[src/design/u16u8_pkg.sv]
package u16u8_pkg;

	typedef enum logic [1:0] {
		JOB_NONE,
		JOB_CP,
		JOB_TERM
	} job_kind_t;

	// One queued item of work: an optional flushed high surrogate,
	// then a code point to encode, the terminator, or nothing.
	typedef struct packed {
		logic        flush_v;
		logic [9:0]  flush_bits;
		job_kind_t   kind;
		logic [20:0] cp;
		logic [31:0] total;
	} job_t;

	localparam logic [15:0] HIGH_FIRST = 16'hD800;
	localparam logic [15:0] LOW_FIRST  = 16'hDC00;
	localparam logic [15:0] SURR_END   = 16'hE000;
	localparam logic [20:0] SUPP_BASE  = 21'h10000;
	localparam logic [5:0]  HIGH_TAG   = 6'b110110;
	localparam logic [2:0]  FLUSH_LEN  = 3'd3;

	function automatic logic [2:0] utf8_len(input logic [20:0] cp);
		logic [2:0] n;
		if (cp > 21'h00FFFF)
			n = 3'd4;
		else if (cp > 21'h0007FF)
			n = 3'd3;
		else if (cp > 21'h00007F)
			n = 3'd2;
		else
			n = 3'd1;
		return n;
	endfunction

	function automatic logic [7:0] utf8_byte(input logic [20:0] cp, input logic [2:0] len,
			input logic [1:0] idx);
		logic [7:0] b;
		b = 8'h00;
		case (len)
			3'd4: begin
				case (idx)
					2'd0:    b = {5'b11110, cp[20:18]};
					2'd1:    b = {2'b10, cp[17:12]};
					2'd2:    b = {2'b10, cp[11:6]};
					default: b = {2'b10, cp[5:0]};
				endcase
			end
			3'd3: begin
				case (idx)
					2'd0:    b = {4'b1110, cp[15:12]};
					2'd1:    b = {2'b10, cp[11:6]};
					default: b = {2'b10, cp[5:0]};
				endcase
			end
			3'd2: begin
				if (idx == 2'd0)
					b = {3'b110, cp[10:6]};
				else
					b = {2'b10, cp[5:0]};
			end
			default: b = cp[7:0];
		endcase
		return b;
	endfunction

endpackage

[src/design/utf16_to_utf8_encoder.sv]
// Path: the first byte of an item passes the job queue, then the output register, before it is
// on the result ports, when no earlier job is still queued ahead of it and the output is free.
// Throughput: one byte per cycle from the byte emitter while pop keeps the output free; an item
// makes 0 to 6 bytes there, 1 to 4 for ordinary units, so its byte count sets the sustained rate.
// A queue of QUEUE_DEPTH jobs lets the front keep taking items while bytes drain.
// Reset (arst_n low, asynchronous): no surrogate held, byte count zero, queue and output empty.
module utf16_to_utf8_encoder #(
	parameter int COUNT_WIDTH = 32,
	parameter int QUEUE_DEPTH = 4
) (
	input  logic        clk,
	input  logic        arst_n,
	input  logic        push,
	output logic        full,
	input  logic [15:0] code_unit,
	output logic        empty,
	input  logic        pop,
	output logic [7:0]  out_byte,
	output logic        last_of_run,
	output logic        is_terminator,
	output logic [31:0] total_bytes
);
	import u16u8_pkg::*;

	job_t fr_job;
	job_t hd_job;
	logic fr_push;
	logic q_full;
	logic q_empty;
	logic q_pop;

	u16u8_front #(.COUNT_WIDTH(COUNT_WIDTH)) u_front (
		.clk       (clk),
		.arst_n    (arst_n),
		.push      (push),
		.code_unit (code_unit),
		.q_full    (q_full),
		.job_push  (fr_push),
		.job       (fr_job)
	);

	u16u8_queue #(.DEPTH(QUEUE_DEPTH)) u_queue (
		.clk    (clk),
		.arst_n (arst_n),
		.wr_en  (fr_push),
		.wr_job (fr_job),
		.full   (q_full),
		.rd_en  (q_pop),
		.rd_job (hd_job),
		.empty  (q_empty)
	);

	u16u8_back u_back (
		.clk           (clk),
		.arst_n        (arst_n),
		.job           (hd_job),
		.q_empty       (q_empty),
		.q_pop         (q_pop),
		.pop           (pop),
		.empty         (empty),
		.out_byte      (out_byte),
		.last_of_run   (last_of_run),
		.is_terminator (is_terminator),
		.total_bytes   (total_bytes)
	);

	assign full = q_full;

	// the terminator is a lone zero byte closing its item
	a_term_shape: assert property (@(posedge clk) disable iff (!arst_n)
		!empty && is_terminator |-> out_byte == 8'h00 && last_of_run)
		else $error("terminator item malformed");

	a_total_only_on_term: assert property (@(posedge clk) disable iff (!arst_n)
		!empty && !is_terminator |-> total_bytes == 32'd0)
		else $error("byte count shown on a non-terminator item");

	// an item never ends on a multi-byte lead byte
	a_last_not_lead: assert property (@(posedge clk) disable iff (!arst_n)
		!empty && last_of_run |-> out_byte[7:6] != 2'b11)
		else $error("item ends on a lead byte");

	a_pop_needs_job: assert property (@(posedge clk) disable iff (!arst_n)
		q_pop |-> !q_empty)
		else $error("job queue popped while empty");

endmodule

[src/design/u16u8_front.sv]
module u16u8_front #(
	parameter int COUNT_WIDTH = 32
) (
	input  logic                  clk,
	input  logic                  arst_n,
	input  logic                  push,
	input  logic [15:0]           code_unit,
	input  logic                  q_full,
	output logic                  job_push,
	output u16u8_pkg::job_t       job
);
	import u16u8_pkg::*;

	logic                   pend_q;
	logic [9:0]             held_q;
	logic [COUNT_WIDTH-1:0] count_q;

	logic                   accept;
	logic                   is_low;
	logic                   is_high;
	logic                   is_zero;
	logic                   pair;
	logic [2:0]             flush_n;
	logic [2:0]             main_n;
	logic [COUNT_WIDTH:0]   sum;
	logic [COUNT_WIDTH-1:0] sat;
	logic [COUNT_WIDTH-1:0] upper;

	assign accept  = push && !q_full;
	assign is_low  = (code_unit >= LOW_FIRST) && (code_unit < SURR_END);
	assign is_high = (code_unit >= HIGH_FIRST) && (code_unit < LOW_FIRST);
	assign is_zero = (code_unit == 16'h0000);
	assign pair    = pend_q && is_low;

	always_comb begin
		job            = '0;
		job.flush_v    = pend_q && !pair;
		job.flush_bits = held_q;
		main_n         = 3'd0;
		if (pair) begin
			job.kind = JOB_CP;
			job.cp   = SUPP_BASE + {1'b0, held_q, code_unit[9:0]};
			main_n   = 3'd4;
		end else if (is_zero) begin
			job.kind = JOB_TERM;
		end else if (is_high) begin
			job.kind = JOB_NONE;
		end else begin
			job.kind = JOB_CP;
			job.cp   = {5'b0, code_unit};
			main_n   = utf8_len({5'b0, code_unit});
		end
		flush_n = job.flush_v ? FLUSH_LEN : 3'd0;
		// saturating count; chained saturation equals saturation of the sum
		sum   = {1'b0, count_q} + (COUNT_WIDTH+1)'(flush_n) + (COUNT_WIDTH+1)'(main_n);
		sat   = sum[COUNT_WIDTH] ? '1 : sum[COUNT_WIDTH-1:0];
		upper = sat >> 32;
		job.total = (upper != '0) ? 32'hFFFF_FFFF : 32'(sat);
		job_push  = accept && (job.flush_v || job.kind != JOB_NONE);
	end

	always_ff @(posedge clk or negedge arst_n) begin
		if (!arst_n) begin
			pend_q  <= 1'b0;
			held_q  <= '0;
			count_q <= '0;
		end else if (accept) begin
			pend_q  <= !pair && !is_zero && is_high;
			held_q  <= (!pair && !is_zero && is_high) ? code_unit[9:0] : 10'd0;
			count_q <= is_zero && !pair ? '0 : sat;
		end
	end

endmodule

[src/design/u16u8_queue.sv]
module u16u8_queue #(
	parameter int DEPTH = 4
) (
	input  logic            clk,
	input  logic            arst_n,
	input  logic            wr_en,
	input  u16u8_pkg::job_t wr_job,
	output logic            full,
	input  logic            rd_en,
	output u16u8_pkg::job_t rd_job,
	output logic            empty
);
	import u16u8_pkg::*;

	localparam int PW = $clog2(DEPTH);
	localparam int CW = $clog2(DEPTH + 1);

	job_t          slots_q [DEPTH];
	logic [PW-1:0] wr_ptr_q;
	logic [PW-1:0] rd_ptr_q;
	logic [CW-1:0] cnt_q;

	assign full   = (cnt_q == CW'(DEPTH));
	assign empty  = (cnt_q == '0);
	assign rd_job = slots_q[rd_ptr_q];

	always_ff @(posedge clk) begin
		if (wr_en)
			slots_q[wr_ptr_q] <= wr_job;
	end

	always_ff @(posedge clk or negedge arst_n) begin
		if (!arst_n) begin
			wr_ptr_q <= '0;
			rd_ptr_q <= '0;
			cnt_q    <= '0;
		end else begin
			if (wr_en)
				wr_ptr_q <= (wr_ptr_q == PW'(DEPTH - 1)) ? '0 : wr_ptr_q + 1'b1;
			if (rd_en)
				rd_ptr_q <= (rd_ptr_q == PW'(DEPTH - 1)) ? '0 : rd_ptr_q + 1'b1;
			if (wr_en && !rd_en)
				cnt_q <= cnt_q + 1'b1;
			else if (rd_en && !wr_en)
				cnt_q <= cnt_q - 1'b1;
		end
	end

endmodule

[src/design/u16u8_back.sv]
module u16u8_back (
	input  logic            clk,
	input  logic            arst_n,
	input  u16u8_pkg::job_t job,
	input  logic            q_empty,
	output logic            q_pop,
	input  logic            pop,
	output logic            empty,
	output logic [7:0]      out_byte,
	output logic            last_of_run,
	output logic            is_terminator,
	output logic [31:0]     total_bytes
);
	import u16u8_pkg::*;

	logic        out_v_q;
	logic [7:0]  byte_q;
	logic        last_q;
	logic        term_q;
	logic [31:0] total_q;
	logic        seg_q;
	logic [1:0]  idx_q;

	logic        in_main;
	logic        is_term;
	logic [20:0] cp_cur;
	logic [2:0]  len_cur;
	logic        seg_last;
	logic        job_last;
	logic        go;

	always_comb begin
		in_main  = seg_q || !job.flush_v;
		is_term  = in_main && job.kind == JOB_TERM;
		cp_cur   = in_main ? job.cp : {5'b0, HIGH_TAG, job.flush_bits};
		if (!in_main)
			len_cur = FLUSH_LEN;
		else if (is_term)
			len_cur = 3'd1;
		else
			len_cur = utf8_len(cp_cur);
		seg_last = (idx_q == 2'(len_cur - 3'd1));
		// a flush with nothing after it ends the item on its own
		job_last = seg_last && (in_main || job.kind == JOB_NONE);
		go       = !q_empty && (!out_v_q || pop);
		q_pop    = go && job_last;
	end

	always_ff @(posedge clk or negedge arst_n) begin
		if (!arst_n) begin
			out_v_q <= 1'b0;
			seg_q   <= 1'b0;
			idx_q   <= '0;
		end else if (go) begin
			out_v_q <= 1'b1;
			if (job_last) begin
				seg_q <= 1'b0;
				idx_q <= '0;
			end else if (seg_last) begin
				seg_q <= 1'b1;
				idx_q <= '0;
			end else begin
				idx_q <= idx_q + 1'b1;
			end
		end else if (pop) begin
			out_v_q <= 1'b0;
		end
	end

	always_ff @(posedge clk) begin
		if (go) begin
			byte_q  <= is_term ? 8'h00 : utf8_byte(cp_cur, len_cur, idx_q);
			last_q  <= job_last;
			term_q  <= is_term;
			total_q <= is_term ? job.total : 32'd0;
		end
	end

	assign empty         = !out_v_q;
	assign out_byte      = byte_q;
	assign last_of_run   = last_q;
	assign is_terminator = term_q;
	assign total_bytes   = total_q;

endmodule
[config.mk]
export PLATFORM = sky130hd
export DESIGN_NAME = utf16_to_utf8_encoder
export DESIGN_NICKNAME = d
export VERILOG_FILES = /design/src/design/u16u8_pkg.sv /design/src/design/utf16_to_utf8_encoder.sv /design/src/design/u16u8_front.sv /design/src/design/u16u8_queue.sv /design/src/design/u16u8_back.sv
export SDC_FILE = /design/constraint.sdc
export NUM_CORES = 1
export LEC_CHECK = 0
export BUFFER_PORTS_ARGS = -buffer_cell sky130_fd_sc_hd__buf_2
export CORE_MARGIN = 2
export CORE_UTILIZATION = 39
export DETAILED_ROUTE_END_ITERATION = 10
export PLACE_DENSITY_LB_ADDON = 0.05
export SLEW_MARGIN = 15
export SYNTH_ARGS = -nofsm -noshare
export SYNTH_HDL_FRONTEND = slang
export SYNTH_HIERARCHICAL = 1
export SYNTH_SLANG_ARGS = --single-unit
[constraint.sdc]
create_clock -name clk -period 6.5 [get_ports clk]
set_input_delay 1.3 -clock clk [delete_from_list [all_inputs] [get_ports clk]]
set_output_delay 1.3 -clock clk [all_outputs]
set_load 0.01 [all_outputs]
==> out/results.ini <==
[status]
outcome=finished, final reports clean

[power_and_ir_drop]
netSwitchingPower_w=0.00286
pwr-share-comb_pct=32.9
pwr-share-seq_pct=40.6
p_leak_nw=6.50
p_per_area_nw_per_um2=476
peakVddDrop_mv=0.219
swShare_pct=33.1
power.internal_w=0.00580
p_clk_share_pct=26.5

[clock_network]
clockBufferDepth=3
clkSinkCount=360
cts_tree=done
clk-insertion-delay-late_ps=560
post_cts_buffers=0
htreeDepth=2
cts_resized=0
root_buffer=clkbuf_16
clk_pin_slew_ps=60
cts_buffers=41
cts_hold_buf=0

[finish]
syn_to_final_growth_pct=13.6
finalNonFillerCells=1678
drive_gt1_share_pct=24.1
final_nets=1158
n_antenna_cell=0
final_cell_mix=edfxtp_1, nand2_1, mux4_2
final_common_cell=edfxtp_1

[detailed_routing]
vias=9300
via_per_inst=5.54
drc=0
ant_nets=0
wire_per_inst_um=23.2
drtPass1Iterations=5
drtIter0Drc=718
wl_mm=38.9

[setup_path]
r2r_end=u_queue/cnt_q[1]
start_kind=flop
cp_data_required_time_ps=6940
crit_path_end_kind=flop
reg2reg_depth=18
criticalPathCategory=flop to flop
cp_max_fo=28
cp.arrival_ps=5790
r2r-start=u_queue/rd_ptr_q[0]
reg2reg_setup_slack_ps=1150

[place]
dpl.cell_count=1605
routabilityCongestion=0.850
io_buffers=63
dp_hpwl_mm=24.4

[synthesis]
synth-edff-count=306
ys_types=80
netlist_area_um2=16000
synth_top_area_share_pct=57.4
syn_avg_cell_area_um2=15.4
ys_seq_area_share_pct=65.8
synth_area_leader_cell=edfxtp_1
synth.net_count=1085
async_flop_share_pct=15.0
synthFlopType=edfxtp_1
netlist_top_cells_area=edfxtp_1, mux4_2, dfrtp_1
netlist_instances=1043
synth_warnings=6
ys_ff_latch=360

[sta]
drv_slew=0
fin_tns_setup_ps=0
slew_headroom_pct=35.4
fin_crit_sh_pct=82.3
skew_ps=17.0
worst_pin_slew_ps=964
rsz0062_at_grt=false
finalCriticalPeriod_ps=5350
max_freq_ghz=0.187
finalHoldViolCount=0
report.final.setup_viol=0

[die]
core-area_um2=40600
dieHeight_um=207
dieWidth_um=207
start_util_pct=39.4
pin_count=64
die-area_um2=42700
num_rows=74

[global_routing]
antenna_found_initial=1
grt_pass1_wl_mm=59.3
grt_pass1_vias=9324
grt_max_degree=60
groute.usage.overall_pct=18.9
overflow=0

[run]
drv_cap=0

[min_path]
hp-start=u_queue/cnt_q[2]
hold_depth=1
hold_path_class=flop to flop
whs_endpoint=u_queue/cnt_q[2]

-- logic make-up (layout without fill, tap and decap cells) --
family	Yosys count	count (layout)	share of synthesized area (%)
buffers and inverters	83	186	2.84
adder cells (fa/ha/maj)	22	22	1.91
XOR/XNOR	24	24	1.31
AO/OA/AOI/OAI	135	135	5.69
AND/OR/NAND/NOR	330	330	11.3
multiplexers	89	89	11.2
flip-flops	360	360	65.8
-- power groups by stage --
stage               clock network (W)  logic [W]  registers [W]
floorplan                           0    0.00202        0.00350
global placement                    0    0.00288        0.00357
detailed placement                  0    0.00288        0.00358
CTS                           0.00236    0.00289        0.00353
global route                  0.00246    0.00312        0.00359
finish                        0.00229    0.00285        0.00352
-- worst max-delay path, stage by stage, from the launching register on --
cell and delay (ps):
dfrtp_4 830, mux4_2 650, nor4_1 530, nor3_1 130
a221oi_1 510, nor2_1 190, inv_1 90, ha_1 260
nand2b_1 180, and2_1 200, nor2_1 170, nand2_1 80
nor3_1 200, buf_4 200, inv_1 50, ha_1 200
inv_1 70, fa_1 400, mux2_2 260
-- cells in the mapped netlist (3+ instances only) --
library cell  count
nand4_1           9
and4_1            5
and3_1           44
a211oi_1          7
xnor2_1          13
buf_6             6
dfrtp_1          54
nand3_1          36
buf_2            12
a311oi_1          6
clkbuf_1         27
nor3_1           18
inv_1            22
a21o_1            6
fa_1              4
nor4b_1           3
mux2i_1           8
nor2b_1          10
mux2_2            9
or2_2             4
ha_1             18
a41oi_1           3
or3_1             3
and2_1           18
nor4_2            4
nor2_1           41
buf_12            3
a22oi_1           3
mux4_2           70
nand2b_1         13
buf_4             6
edfxtp_1        306
a21oi_1          26
a31oi_1          19
o21ai_0          32
or4_1             3
nor3b_1           3
nor3_2            8
nand2_1          89
xor2_1           11
buf_1             4
a22o_1            4
nor4_1            5
-- final cells by class --
class	count	area, um2
Clock inverter	18	178
Multi-Input combinational cell	600	5050
Sequential cell	360	10500
Fill cell	3587	22400
Inverter	24	90.1
Tap cell	532	666
Timing Repair Buffer	89	510
Clock buffer	55	1160
-- per-stage QoR --
step | setup WS, ps | total power (W) | utilization, % | hold WS [ps] | instance area (um2)
CTS | 1090 | 0.00879 | 44.8 | 490 | 18200
floorplan | 1700 | 0.00552 | - | 456 | 16000
global route | 803 | 0.00917 | 44.8 | 493 | 18200
finish | 1150 | 0.00866 | 44.8 | 489 | 18200
global placement | 1090 | 0.00645 | 41.5 | 474 | 16900
detailed placement | 979 | 0.00646 | 41.5 | 477 | 16900
-- worst max path at each step --
| stage | from | to | slack, ps | cells past startpoint |
|---|---|---|---|---|
| after detailed placement | code_unit[12] | u_front/count_q[29] | 980 | 15 |
| after floorplan | code_unit[11] | u_queue/slots_q[0][23] | 1700 | 15 |
| after global routing | u_queue/rd_ptr_q[0] | u_queue/cnt_q[1] | 800 | 18 |
| final | u_queue/rd_ptr_q[0] | u_queue/cnt_q[1] | 1150 | 18 |
| after CTS | u_queue/rd_ptr_q[0] | u_queue/cnt_q[1] | 1090 | 18 |
| after global placement | code_unit[11] | u_front/count_q[29] | 1090 | 15 |
-- layer usage --
metal  vias to the layer above  track usage (%)  wire (um)
met5                         -                0          0
met4                         0             5.20        835
met3                        58             3.31       2030
met2                       253             27.7      17200
met1                      4762             28.8      18800
li1                       4227                -          -
-- flip-flops by register name, summed over array words and instances, names as in the netlist --
signal and flops:
u_back/last_of_run 1, u_front/count_q 32, u_front/pend_q 1, u_back/total_bytes 32
u_back/idx_q 2, u_queue/wr_ptr_q 2, u_queue/rd_ptr_q 2, u_queue/slots_q 264
u_back/out_v_q 1, u_front/held_q 10, u_back/out_byte 8, u_queue/cnt_q 3
u_back/is_terminator 1, u_back/seg_q 1
Note: power is estimated with default switching activity, not from simulation.
